===== config.mk =====
export PLATFORM = sky130hd
export DESIGN_NAME = boundary_line_avoidance
export DESIGN_NICKNAME = d
export VERILOG_FILES = /design/src/design/bla_pkg.sv /design/src/design/boundary_line_avoidance.sv /design/src/design/bla_prep.sv /design/src/design/bla_track.sv
export SDC_FILE = /design/constraint.sdc
export NUM_CORES = 1
export LEC_CHECK = 0
export ABC_CLOCK_PERIOD_IN_PS = 15880
export BUFFER_PORTS_ARGS = -buffer_cell sky130_fd_sc_hd__buf_2
export CAP_MARGIN = 25
export CELL_PAD_IN_SITES_DETAIL_PLACEMENT = 0
export CELL_PAD_IN_SITES_GLOBAL_PLACEMENT = 1
export CORE_UTILIZATION = 34
export CTS_BUF_LIST = sky130_fd_sc_hd__clkbuf_16
export DETAILED_ROUTE_END_ITERATION = 7
export GPL_TIMING_DRIVEN = 0
export HOLD_SLACK_MARGIN = 0.06
export PLACE_DENSITY_LB_ADDON = 0.1
export SYNTH_ARGS = -nofsm -noshare
export SYNTH_HDL_FRONTEND = slang
export SYNTH_SLANG_ARGS = --single-unit

===== constraint.sdc =====
create_clock -name clk -period 15.88 [get_ports clk]
set_input_delay 0.794 -clock clk [delete_from_list [all_inputs] [get_ports clk]]
set_output_delay 0.794 -clock clk [all_outputs]
set_load 0.02 [all_outputs]

===== src/design/bla_pkg.sv =====
package bla_pkg;

  typedef logic [8:0] angle_t;
  typedef logic [7:0] speed_t;

  localparam angle_t FULL_TURN    = 9'd360;
  localparam angle_t HALF_TURN    = 9'd180;
  localparam angle_t QUARTER_TURN = 9'd90;
  localparam angle_t NEAR_LIMIT   = 9'd60;
  localparam angle_t REFLEX_LIMIT = FULL_TURN - QUARTER_TURN;

  localparam int unsigned IN_DATA_W  = 40;
  localparam int unsigned OUT_DATA_W = 24;

  typedef enum logic [1:0] {
    LS_ON_FIELD = 2'd0,
    LS_TOUCHING = 2'd1,
    LS_OVER     = 2'd2,
    LS_OUT      = 2'd3
  } line_state_t;

  typedef enum logic {
    CFG_SLOW_SPEED = 1'b0,
    CFG_FAST_SPEED = 1'b1
  } cfg_index_t;

  typedef struct packed {
    logic   seen;
    angle_t line_abs;
    angle_t heading;
    angle_t proposed_direction;
    speed_t proposed_speed;
  } bla_item_t;

  typedef struct packed {
    angle_t      move_direction;
    speed_t      move_speed;
    logic        inside_field;
    line_state_t crossing_state;
  } bla_result_t;

endpackage


===== src/design/boundary_line_avoidance.sv =====
// Channel  | Dir | tdata / tuser
// s_axis   | in  | tuser: line_seen; tdata: line_direction, heading,
//          |     |   proposed_direction, proposed_speed
// m_axis   | out | tdata: move_direction, move_speed, inside_field, crossing_state
// cfg      | in  | cfg_we, cfg_index (0 slow speed, 1 fast speed), cfg_data
//
// One beat per cycle unless m_tready stalls; path: input register, then result register.
// Crossing state updates as an item moves from the input register to the result register.
// Synchronous reset restores on-field state and clears both speeds.
// A stall on m_tready holds the result register and a full input register; s_tready drops.
module boundary_line_avoidance (
  input  logic        clk,
  input  logic        rst,
  input  logic        s_tvalid,
  output logic        s_tready,
  // [8:0] line_direction, [17:9] heading, [26:18] proposed_direction,
  // [34:27] proposed_speed, [39:35] zero
  input  logic [bla_pkg::IN_DATA_W-1:0] s_tdata,
  // [0] line_seen
  input  logic        s_tuser,
  output logic        m_tvalid,
  input  logic        m_tready,
  // [8:0] move_direction, [16:9] move_speed, [17] inside_field,
  // [19:18] crossing_state, [23:20] zero
  output logic [bla_pkg::OUT_DATA_W-1:0] m_tdata,
  input  logic        cfg_we,
  input  logic        cfg_index,
  input  logic [7:0]  cfg_data
);

  logic                 stage_valid;
  logic                 out_adv;
  logic                 in_acc;
  bla_pkg::bla_item_t   item;
  bla_pkg::bla_result_t result;
  bla_pkg::cfg_index_t  cfg_sel;

  assign out_adv  = !m_tvalid || m_tready;
  assign s_tready = !stage_valid || out_adv;
  assign in_acc   = s_tvalid && s_tready;
  assign cfg_sel  = bla_pkg::cfg_index_t'(cfg_index);

  always_ff @(posedge clk) begin
    if (rst) begin
      stage_valid <= 1'b0;
      m_tvalid    <= 1'b0;
    end else begin
      if (s_tready) begin
        stage_valid <= s_tvalid;
      end
      if (out_adv) begin
        m_tvalid <= stage_valid;
      end
    end
  end

  bla_prep u_prep (
    .clk                (clk),
    .load               (in_acc),
    .line_seen          (s_tuser),
    .line_direction     (s_tdata[8:0]),
    .heading            (s_tdata[17:9]),
    .proposed_direction (s_tdata[26:18]),
    .proposed_speed     (s_tdata[34:27]),
    .item               (item)
  );

  bla_track u_track (
    .clk       (clk),
    .rst       (rst),
    .cfg_we    (cfg_we),
    .cfg_index (cfg_sel),
    .cfg_data  (cfg_data),
    .load      (stage_valid && out_adv),
    .item      (item),
    .result    (result)
  );

  assign m_tdata = {4'b0000, result.crossing_state, result.inside_field,
                    result.move_speed, result.move_direction};

endmodule


===== src/design/bla_prep.sv =====
module bla_prep (
  input  logic               clk,
  input  logic               load,
  input  logic               line_seen,
  input  bla_pkg::angle_t    line_direction,
  input  bla_pkg::angle_t    heading,
  input  bla_pkg::angle_t    proposed_direction,
  input  bla_pkg::speed_t    proposed_speed,
  output bla_pkg::bla_item_t item
);

  bla_pkg::angle_t   head_w;
  bla_pkg::angle_t   pdir_w;
  logic [9:0]        line_sum;
  logic [9:0]        full_10;
  logic [9:0]        line_mod;
  bla_pkg::bla_item_t item_next;

  assign full_10 = {1'b0, bla_pkg::FULL_TURN};

  always_comb begin
    head_w = (heading >= bla_pkg::FULL_TURN) ? heading - bla_pkg::FULL_TURN : heading;
    pdir_w = (proposed_direction >= bla_pkg::FULL_TURN) ?
             proposed_direction - bla_pkg::FULL_TURN : proposed_direction;
    line_sum = {1'b0, line_direction} + {1'b0, head_w};
    if (line_sum >= (full_10 << 1)) begin
      line_mod = line_sum - (full_10 << 1);
    end else if (line_sum >= full_10) begin
      line_mod = line_sum - full_10;
    end else begin
      line_mod = line_sum;
    end
    item_next.seen               = line_seen;
    item_next.line_abs           = line_mod[8:0];
    item_next.heading            = head_w;
    item_next.proposed_direction = pdir_w;
    item_next.proposed_speed     = proposed_speed;
  end

  always_ff @(posedge clk) begin
    if (load) begin
      item <= item_next;
    end
  end

endmodule


===== src/design/bla_track.sv =====
module bla_track (
  input  logic                 clk,
  input  logic                 rst,
  input  logic                 cfg_we,
  input  bla_pkg::cfg_index_t  cfg_index,
  input  bla_pkg::speed_t      cfg_data,
  input  logic                 load,
  input  bla_pkg::bla_item_t   item,
  output bla_pkg::bla_result_t result
);

  bla_pkg::speed_t      slow_speed;
  bla_pkg::speed_t      fast_speed;
  logic                 on_field;
  bla_pkg::angle_t      angle;
  bla_pkg::line_state_t line_state;

  logic                 on_field_next;
  bla_pkg::angle_t      angle_next;
  bla_pkg::line_state_t line_state_next;
  bla_pkg::bla_result_t result_next;

  bla_pkg::angle_t      gap;
  logic                 close;
  bla_pkg::angle_t      line_opp;
  bla_pkg::angle_t      flip;
  logic [9:0]           away_sum;
  bla_pkg::angle_t      away;
  bla_pkg::angle_t      diff;
  logic                 near;

  always_ff @(posedge clk) begin
    if (rst) begin
      slow_speed <= '0;
      fast_speed <= '0;
    end else if (cfg_we) begin
      unique case (cfg_index)
        bla_pkg::CFG_SLOW_SPEED: slow_speed <= cfg_data;
        bla_pkg::CFG_FAST_SPEED: fast_speed <= cfg_data;
        default: ;
      endcase
    end
  end

  always_comb begin
    gap = (item.line_abs >= angle) ? item.line_abs - angle : angle - item.line_abs;
    close = (gap <= bla_pkg::QUARTER_TURN) || (gap >= bla_pkg::REFLEX_LIMIT);
    line_opp = (item.line_abs >= bla_pkg::HALF_TURN) ?
               item.line_abs - bla_pkg::HALF_TURN : item.line_abs + bla_pkg::HALF_TURN;
  end

  always_comb begin
    on_field_next   = on_field;
    angle_next      = angle;
    line_state_next = line_state;
    if (on_field) begin
      if (item.seen) begin
        angle_next      = item.line_abs;
        line_state_next = bla_pkg::LS_TOUCHING;
        on_field_next   = 1'b0;
      end
    end else if (line_state == bla_pkg::LS_OUT) begin
      if (item.seen) begin
        angle_next      = line_opp;
        line_state_next = bla_pkg::LS_OVER;
      end
    end else if (!item.seen) begin
      if (line_state == bla_pkg::LS_TOUCHING) begin
        on_field_next   = 1'b1;
        angle_next      = '0;
        line_state_next = bla_pkg::LS_ON_FIELD;
      end else begin
        line_state_next = bla_pkg::LS_OUT;
      end
    end else if (close) begin
      angle_next      = item.line_abs;
      line_state_next = bla_pkg::LS_TOUCHING;
    end else begin
      angle_next      = line_opp;
      line_state_next = bla_pkg::LS_OVER;
    end
  end

  always_comb begin
    flip = (angle_next >= bla_pkg::HALF_TURN) ?
           angle_next - bla_pkg::HALF_TURN : angle_next + bla_pkg::HALF_TURN;
    if (flip >= item.heading) begin
      away_sum = {1'b0, flip - item.heading};
    end else begin
      away_sum = {1'b0, flip} + {1'b0, bla_pkg::FULL_TURN} - {1'b0, item.heading};
    end
    away = away_sum[8:0];
    diff = (away >= angle_next) ? away - angle_next : angle_next - away;
    near = diff < bla_pkg::NEAR_LIMIT;
  end

  always_comb begin
    result_next.move_direction = item.proposed_direction;
    result_next.move_speed     = item.proposed_speed;
    result_next.inside_field   = on_field_next;
    result_next.crossing_state = line_state_next;
    if (item.seen || line_state_next == bla_pkg::LS_OUT) begin
      result_next.move_direction = away;
      if (item.seen && line_state_next == bla_pkg::LS_TOUCHING) begin
        if (near) begin
          result_next.move_speed = '0;
        end
      end else if (line_state_next == bla_pkg::LS_OVER ||
                   line_state_next == bla_pkg::LS_OUT) begin
        result_next.move_speed = near ? slow_speed : fast_speed;
      end
    end
  end

  always_ff @(posedge clk) begin
    if (rst) begin
      on_field   <= 1'b1;
      angle      <= '0;
      line_state <= bla_pkg::LS_ON_FIELD;
    end else if (load) begin
      on_field   <= on_field_next;
      angle      <= angle_next;
      line_state <= line_state_next;
    end
  end

  always_ff @(posedge clk) begin
    if (load) begin
      result <= result_next;
    end
  end

`ifndef SYNTHESIS
  a_on_field_state: assert property (@(posedge clk) disable iff (rst)
    on_field |-> line_state == bla_pkg::LS_ON_FIELD)
    else $error("on-field flag set outside on-field state");

  a_angle_range: assert property (@(posedge clk) disable iff (rst)
    angle < bla_pkg::FULL_TURN)
    else $error("remembered line angle out of range");

  a_first_touch: assert property (@(posedge clk) disable iff (rst)
    load && item.seen && on_field |=> !on_field && line_state == bla_pkg::LS_TOUCHING)
    else $error("line sighting on field did not move to touching");

  a_dir_range: assert property (@(posedge clk) disable iff (rst)
    load |=> result.move_direction < bla_pkg::FULL_TURN)
    else $error("move direction out of range");
`endif

endmodule


# Word level (Yosys, flattened, before mapping)
# Index checks and enable logic that the tools add are counted.
# op_classes
magnitude_cmp,12
n_eq_ne,5
n_bitwise,1
muxes,33
reduce_logical,12
addsub,16
# op_table
cell,count
2-to-1 mux 9 bit,16
subtractor 9 bit,6
2-to-1 mux 8 bit,4
>= comparator 9 bit,3
>= comparator 9 bit (second input constant),3
subtractor 9 x 8 -> 9 bit (second input constant),3
subtractor 9 bit (second input constant),3
adder 9 x 8 -> 9 bit (second input constant),2
>= comparator 9 x 8 -> 1 bit (second input constant),2
2-to-1 mux 17 bit,1
2-to-1 mux 2 bit,7
adder 9 x 9 -> 10 bit,1
>= comparator 10 bit (second input constant),1
>= comparator 10 x 9 -> 1 bit (second input constant),1
adder 9 bit (second input constant),1
less-or-equal comparator 9 x 7 -> 1 bit (second input constant),1
< comparator 9 x 6 -> 1 bit (second input constant),1
== test 2 bit (second input constant),3
logical OR 1 bit,5
2-to-1 mux 1 bit,5
== test 2 x 1 -> 1 bit (second input constant),2
AND reduction 2 bit,2
logical AND 1 bit,3
logical NOT 1 bit,2
inverter 1 bit,1
# totals
wordCells,95
regBits,86

# Logic depth before layout (Yosys ltp)
# logic_depth
depth_word,20
mapped_depth,48

# Cells and area by module
# A second synthesis with hierarchy kept.
# unflattened
cells_unflattened,956
hier_area_um2,8380.5
# modules_own_cells
module,area_per_inst_um2,seq_area_each_um2,cells_per_inst,n_inst
bla_track,5988.2,1161.1,742,1
bla_prep,2254.7,1081.0,199,1
boundary_line_avoidance,137.6,40.0,15,1

# Least setup slack after synthesis
# Ideal clock, no wire load.
# synth_path
path_type,register to register
startpoint,reg u_prep.item[30] (netlist name)
endpoint,reg u_track.result[10] (netlist name)
period_less_slack_ns,9.522
arrival_ns,9.249
setup_time_ns,0.273
required_time_ns,15.607
path_slack_ns,6.358
path_buffers,7
stages_incl_launch_ff,46
path_cell_list,edfxtp_1 -> clkbuf_1 -> inv_1 -> ha_1 -> buf_4 -> nand3_1 -> a2111oi_1 -> or4_4 -> a2bb2o_4 -> a211o_1 -> o31a_1 -> buf_6 -> and2_4 -> buf_6 -> a211oi_2 -> ha_1 -> nand3_1 -> and3_4 -> (+10 left out) -> and2_1 -> clkbuf_1 -> mux2i_1 -> inv_1 -> ha_1 -> and2_1 -> and3_1 -> nand3_1 -> o31ai_1 -> a21oi_1 -> and2_1 -> clkbuf_1 -> o221a_2 -> xor2_1 -> o41ai_2 -> or3_1 -> clkbuf_1 -> o211ai_1

==> flow_summary.yaml <==
finish:
  number_of_inserted_diodes: 0
  share_of_layout_cells_above_drive_strength_1_pct: 13.8
  area_growth_syn_to_layout_pct: 13.1
  instances_no_fill: 1265
  final_nets: 1114
synthesis:
  synth.ff_latch_count: 86
  number_of_synthesized_flops_with_an_enable_pin: 56
  synth_simple_gate_area_share_pct: 17.2
  synth_most_common_cell: "sky130_fd_sc_hd__inv_1"
  proportion_of_synthesized_area_in_mux_cells_pct: 3.61
  synth_cell_types: 86
  post-synth-top-area-fraction_pct: 21.6
  synth_top_cell_by_area: "sky130_fd_sc_hd__edfxtp_1"
  post_synth_xor_area_fraction_pct: 5.96
  ys.warnings.count: 0
  post_synth_inst_count: 892
  synth_commonest_cells: "sky130_fd_sc_hd__inv_1, sky130_fd_sc_hd__nor2_1, sky130_fd_sc_hd__ha_1"
  mappedNetlistArea_mm2: 0.00779
  avgSynthCellArea_um2: 8.73
  asyncSetResetFlopFracSynth_pct: 0
  synth_seq_area_share_pct: 29.3
  synth_flop_cell: "sky130_fd_sc_hd__edfxtp_1"
  synth-compound-area-share_pct: 22.3
  largest_family_of_logic_cells_by_synthesized_area: "compound AO/OA/AOI/OAI gates"
  yosys.area_share.adder_pct: 14.4
  yosys-top-cells-area: "sky130_fd_sc_hd__edfxtp_1, sky130_fd_sc_hd__ha_1, sky130_fd_sc_hd__dfxtp_1"
hold_path:
  worst_hold_path.endpoint: "u_track.fast_speed[0]"
  worst_hold_depth: 2
  hp-class: "register to register"
  hp-start: "u_track.fast_speed[0]"
die:
  core_mm2: 0.0226
  floorplan.initialDensity_pct: 34.5
  chipHeight_um: 153
  die-area_mm2: 0.0235
  fp-row-count: 55
  die_w_um: 153
  io-pin-count: 81
route:
  vias: 6586
  wl_per_cell_um: 16.4
  route.final.wire_length_um: 20700
  drt-vias-per-instance: 5.21
  dr.first_iter.drc_count: 383
  drt.antenna.violating_nets: 0
  wl_met2_um: 9100
  maxUsedRoutingLayer: "met4"
  tritonroute_pass_1_iters: 4
  dr_wl_met3_um: 905
  drc_errors: 0
  wl_met1_um: 10500
sta:
  slew_violations: 0
  unrepaired_setup_endpoints_after_global_routing: "no"
  fin_crit_ps: 11920
  period_share_pct: 75.1
  fmax_mhz: 83.9
  timing.slew.headroom_pct: 43.1
  timing_worst_slew_pin_value_ps: 845
  timing_hold_violations_final: 0
  setup_tns_ps: 0
  finalSetupViolCount: 0
  finClkSkew_ps: 4.78
critical_path:
  r2r-start: "u_prep.item[30]"
  setup.reg_to_reg.worst_slack_ps: 3960
  end_kind: "register"
  startpoint_type: "register"
  worst_r2r_path_depth: 45
  path_class: "register to register"
  crit_arrival_ps: 12000
  max_stage_delay_ps: 810
  worst_ep_required_time_ps: 15960
  rr_endpoint: "u_track.result[3]"
  cp_slowest_cell: "sky130_fd_sc_hd__o41ai_2"
  critical_path.startpoint: "u_prep.item[30]"
  timing.critical_path.fanout_max: 10
clocking:
  clk_pin_slew_worst_paths_ps: 70
  tritoncts_num_sinks: 86
  cts-root-to-sink-buffers: 2
  cts.repair_timing.setup_buffer_count: 0
  cts-buffers-inserted: 9
  postCtsHoldBufs: 0
  postCtsResizedCells: 0
  cts_max_level: 3
  worst_skew_pair.late_latency_ps: 350
  tritoncts_clock_tree: "built"
  cts_root_buffer: "sky130_fd_sc_hd__clkbuf_16"
placed_design:
  detailed_place_hpwl_um: 16400
  final_weighted_congestion_of_routability_driven_global_placement: 0.802
  portBuffers: 68
  placed_cells: 1249
global_routing:
  grt_antenna_before_repair: 0
  number_of_global_route_vias_before_repair: 6190
  global_route_wire_length_before_repair_um: 33400
  grt_overflow_total: 0
  globalRouteTotalUtil_pct: 18.0
  grt_start_max_net_pins: 36
run_status:
  status: "finished, final reports clean"
power:
  power.leakage_nw: 3.74
  vdd_drop_max_v: 0.000152
  power.density_cell_area_mw_per_mm2: 243
flow_run:
  maxCapViolations: 0
## report_power, final
group / internal, mW / switching [mW]
logic: 0.640 / 0.979
clock network: 0.116 / 0.0926
registers: 0.295 / 0.0218
total: 1.05 / 1.09
## per-layer routing
layer,up-vias,GRT usage (%)
met5,-,0
met2,150,27.3
met1,3060,26.1
met3,17,3.37
met4,0,4.43
li1,3359,-
## flip-flops by register name, indices dropped and copies added, names as in the netlist
| register | flops |
|---|---|
| u_track.angle | 9 |
| m_tvalid | 1 |
| u_track.slow_speed | 8 |
| u_prep.item | 36 |
| stage_valid | 1 |
| u_track.result | 20 |
| u_track.fast_speed | 8 |
| u_track.on_field | 1 |
| u_track.line_state | 2 |
## final cells by class
cell class,instances,area (um^2)
sequential,86,2280
fill,2374,13800
inverter,90,338
timing repair buffer,69,360
buffer,43,223
tap,285,357
multi-input combinational,676,4960
clock buffer,10,250
clock inverter,6,41.3
## worst max-delay path, delay by kind of cell, from the launching register on
| kind | cells | cell delay (ps) |
|---|---|---|
| flip-flops | 1 | 370 |
| AO/OA/AOI/OAI | 17 | 5230 |
| buffers and inverters | 10 | 1920 |
| adder cells (fa/ha/maj) | 4 | 1320 |
| AND/OR/NAND/NOR | 11 | 1770 |
| multiplexers | 1 | 430 |
| XOR/XNOR | 2 | 610 |
## cells by family (layout without fill, tap and decap cells)
logic type / after synthesis / after routing
XOR/XNOR: 53 / 53
adder cells (fa/ha/maj): 84 / 84
other: 1 / 4
buffers and inverters: 133 / 218
AND/OR/NAND/NOR: 273 / 273
AO/OA/AOI/OAI: 236 / 236
multiplexers: 26 / 26
flip-flops: 86 / 86
## cells in the final DEF (no fill, tap or decap), types with 28 or more instances in the layout
master / Yosys / layout
sky130_fd_sc_hd__edfxtp_1: 56 / 56
sky130_fd_sc_hd__xnor2_1: 37 / 37
sky130_fd_sc_hd__nand3_1: 31 / 31
sky130_fd_sc_hd__o21ai_0: 28 / 28
sky130_fd_sc_hd__buf_2: 3 / 71
sky130_fd_sc_hd__inv_1: 89 / 89
sky130_fd_sc_hd__nand2_1: 60 / 60
sky130_fd_sc_hd__ha_1: 75 / 75
sky130_fd_sc_hd__nor2_1: 83 / 83
sky130_fd_sc_hd__a21oi_1: 58 / 58
sky130_fd_sc_hd__dfxtp_1: 30 / 30
## how the worst max path moves through the flow
stage                               to  slack, ps
floorplan           u_track.result[10]       6360
global placement     u_track.result[3]       3870
detailed placement   u_track.result[3]       3990
CTS                  u_track.result[3]       3960
global route         u_track.result[3]       2850
finish               u_track.result[3]       3960
## per-stage QoR
stage	hold slack, ps	utilization [%]	instance area (um^2)	power, mW	worst slack [ps]
CTS	467	39.0	8810	2.15	3960
detailed placement	451	37.7	8520	1.94	3990
global route	486	39.0	8810	2.34	2850
global placement	447	37.6	8500	1.95	3870
finish	463	39.0	8810	2.14	3960
floorplan	432	-	7800	1.56	6360
No activity file was read; power rests on OpenSTA's default activity.
